$ cat src/sv/tal_ram.sv
// ----------------------------------------------------------------------------
// tal_ram
// Generic single-port RAM with registered read.
// ----------------------------------------------------------------------------
module tal_ram #(
    parameter int WIDTH = 8,
    parameter int DEPTH = 16
) (
    input  logic                     i_clk,
    input  logic                     i_we,
    input  logic [$clog2(DEPTH)-1:0] i_addr,
    input  logic [WIDTH-1:0]         i_wdata,
    output logic [WIDTH-1:0]         o_rdata
);
    logic [WIDTH-1:0] r_mem [DEPTH];

    // Write, with a registered read that returns the old contents
    always_ff @(posedge i_clk) begin
        if (i_we) begin
            r_mem[i_addr] <= i_wdata;
        end
        o_rdata <= r_mem[i_addr];
    end
endmodule

$ cat config.mk
export PLATFORM = sky130hd
export DESIGN_NAME = tal_ram
export DESIGN_NICKNAME = d
export VERILOG_FILES = /design/src/sv/tal_ram.sv
export SDC_FILE = /design/constraint.sdc
export NUM_CORES = 1
export LEC_CHECK = 0
export ABC_AREA = 1
export BUFFER_PORTS_ARGS = -buffer_cell sky130_fd_sc_hd__buf_2
export CAP_MARGIN = 15
export CORE_UTILIZATION = 50
export DETAILED_ROUTE_END_ITERATION = 6
export GPL_ROUTABILITY_DRIVEN = 0
export PLACE_DENSITY = 0.74
export SLEW_MARGIN = 20
export SYNTH_ARGS = -nofsm -noshare
export SYNTH_HDL_FRONTEND = slang
export SYNTH_SLANG_ARGS = --single-unit
$ cat constraint.sdc
create_clock -name i_clk -period 4.25 [get_ports i_clk]
set_input_delay 0.85 -clock i_clk [delete_from_list [all_inputs] [get_ports i_clk]]
set_output_delay 0.85 -clock i_clk [all_outputs]
set_load 0.01 [all_outputs]
==> flow_summary.json <==
{
  "die_area_um2": 11610,
  "syn_avg_cell_area_um2": 10.21,
  "htreeDepth": 4,
  "critical-path-top-delay-family": "simple AND/OR/NAND/NOR gates",
  "skew_ps": 7.125,
  "synth_top_area_share": 0.6872,
  "crit_buf_inv": 3,
  "yosys.area.top_type": "edfxtp_1",
  "rsz0062_at_grt": "no",
  "powerDensity_nw_per_um2": 474.6,
  "drt-initial-drc-count": 229,
  "cts-buffers-inserted": 17,
  "slowest_stage": "nor2_1",
  "grt_pass1_wl_um": 18350,
  "clock-sinks": 136,
  "dp_hpwl_um": 7335,
  "rows": 38,
  "avgRoutedWirePerCell_um": 16.32,
  "wl_um": 11820,
  "post_cts_buffers": 0,
  "die_h_um": 107.8,
  "synth.most_common_cell": "nand2_1",
  "cts.clk_slew.worst_paths_ps": 50,
  "fin_nets": 585,
  "pre_cts_slack_ps": 1587,
  "ys_async_sr_fraction": 0,
  "ys_types": 11,
  "syn_nets": 562,
  "drt-pass1-iter-count": 5,
  "arrival_ps": 2340,
  "instances_no_fill": 724,
  "syn-instance-count": 548,
  "drc": 0,
  "drive_above_1_share": 0.08562,
  "crit_start": "i_addr[1]",
  "slew_violations": 0,
  "core_um2": 10890,
  "portBuffers": 21,
  "cp_max_fo": 18,
  "crit_required_ps": 4400,
  "tightest_slew_ps": 668.5,
  "crit_chain": "buf_2 -> clkinv_1 -> buf_4 -> nand3_1 -> nor2_1",
  "grt_max_degree": 65,
  "tritoncts": "yes",
  "post-route-min-period_ps": 2184,
  "yosys-top-cells-count": "346 x nand2_1, 128 x edfxtp_1, 21 x inv_1",
  "vias": 3731,
  "n_antenna_cell": 0,
  "r2r_end": "o_rdata[0]",
  "clock_latency_ps": 520,
  "cts_hold_buffers": 0,
  "slowest_delay_ps": 560,
  "cts.repair.resized": 0,
  "antenna_left": 0,
  "post-route-period-util": 0.5138,
  "status": "completed",
  "setup_viol_count_final": 0,
  "grt.total_usage": 0.2227,
  "synth_edf_count": 128,
  "whs_endpoint": "o_rdata[1]",
  "worst_r2r_path_depth": 8,
  "overflow": 0,
  "grt_pass1_vias": 3661,
  "avgViaCountPerCell": 5.153,
  "yosys_warnings": 0,
  "ir_worst_vdd_mv": 0.3480,
  "cp-end-kind": "register",
  "relSlewSlack": 0.5527,
  "rr_startpoint": "r_mem[8][0]",
  "crit_type": "input pin to register",
  "crit_path_start_kind": "input pin",
  "clockBufferDepth": 2,
  "hold_depth": 8,
  "min_from": "r_mem[5][1]",
  "power_leakage_uw": 0.002707,
  "nFillCells": 873,
  "regToRegSetupSlack_ps": 3190,
  "hold_viol_final": 0,
  "synth_flop_cell": "edfxtp_1",
  "pin_count": 22,
  "synth_area_um2": 5593,
  "holdCritPathClass": "register to register",
  "fin_ws_ps": 2066,
  "ys_seq_area_frac": 0.7159,
  "antenna_found_initial": 0,
  "fmax_ghz": 0.4580,
  "cap_violations": 0,
  "place_inst": 692,
  "fp.dieW_um": 107.8,
  "yosys-top-cells-area": "edfxtp_1 69%, nand2_1 23%, dfxtp_1 2.9%",
  "cts_root_buf": "clkbuf_8",
  "synthToLayoutAreaGrowth_pct": 12.95,
  "fin_setup_tns_ps": 0,
  "ys_seq_elements": 136,
  "start_util": 0.5137
}
[sequential cells by signal, indices dropped and copies added (netlist names)]
| register | count |
|---|---|
| o_rdata | 8 |
| r_mem | 128 |
[worst max path at each step]
stage             endpoint  slack, ps  depth (start not counted)
2_1_floorplan  r_mem[3][0]       2020                          4
3_3_place_gp   r_mem[8][6]       1640                          5
3_5_place_dp   r_mem[0][7]       1590                          5
4_1_cts        r_mem[8][6]       2100                          5
5_1_grt        r_mem[1][0]       1950                          5
6_report       r_mem[9][0]       2070                          5
[placed cells by master, fill, tap and decap left out, types with 3 or more instances in the layout]
cell type	synthesis	layout
nand2_1	346	346
edfxtp_1	128	128
inv_1	21	21
buf_2	12	21
nor2_1	18	18
clkbuf_16	0	16
clkbuf_1	3	8
dfxtp_1	8	8
nand3_1	4	4
clkbuf_8	0	4
buf_4	6	4
clkinv_2	0	3
[layer usage]
metal,vias to the layer above,track usage,wire length (µm),part of all wire
met5,-,0,0,0
met2,153,0.3599,5815,0.49
met3,28,0.05387,753,0.064
met4,0,0.1096,250,0.021
met1,1755,0.2809,4997,0.42
li1,1795,-,-,-
[logic make-up (layout without fill, tap and decap cells)]
family,count (synthesis),count (layout),synth area share
DFF,136,136,0.7159
buffers and inverters,44,80,0.03624
and+or+nand+nor,368,368,0.2479
[report_power, final]
group | total [µW] | switching [µW] | leakage [µW] | internal, µW
Sequential | 1510 | 7.74 | 0.00122 | 1500
Combinational | 180 | 134 | 0.00122 | 46.1
Clock | 1310 | 491 | 0.000261 | 819
[worst register-to-register path, stage by stage (launching register included)]
cell	delay, ps
edfxtp_1	380
nand2_1	80
nand2_1	70
nand2_1	70
nand2_1	100
nand2_1	80
nand2_1	50
inv_1	40
nand2_1	70
[cell type report]
| cell class | count | area [µm²] | area share |
|---|---|---|---|
| sequential | 136 | 4004 | 0.6338 |
| timing repair buffer | 25 | 135.1 | 0.02139 |
| clock inverter | 4 | 45.04 | 0.007130 |
| multi-input combinational | 368 | 1386 | 0.2194 |
| inverter | 23 | 86.33 | 0.01367 |
| tap | 140 | 175.2 | 0.02773 |
| clock buffer | 28 | 485.5 | 0.07685 |
[per-stage QoR]
step | cell area, µm² | hold WS, ps | utilization | total power, µW
3_5_place_dp | 5787 | 741.4 | 0.5315 | 1712
2_1_floorplan | 5593 | 642.8 | - | 1643
4_1_cts | 6317 | 748.0 | 0.5802 | 3010
6_report | 6317 | 757.6 | 0.5802 | 2998
5_1_grt | 6317 | 761.1 | 0.5802 | 3088
3_3_place_gp | 5787 | 750.5 | 0.5315 | 1710
Note: power is estimated with default switching activity, not from simulation.
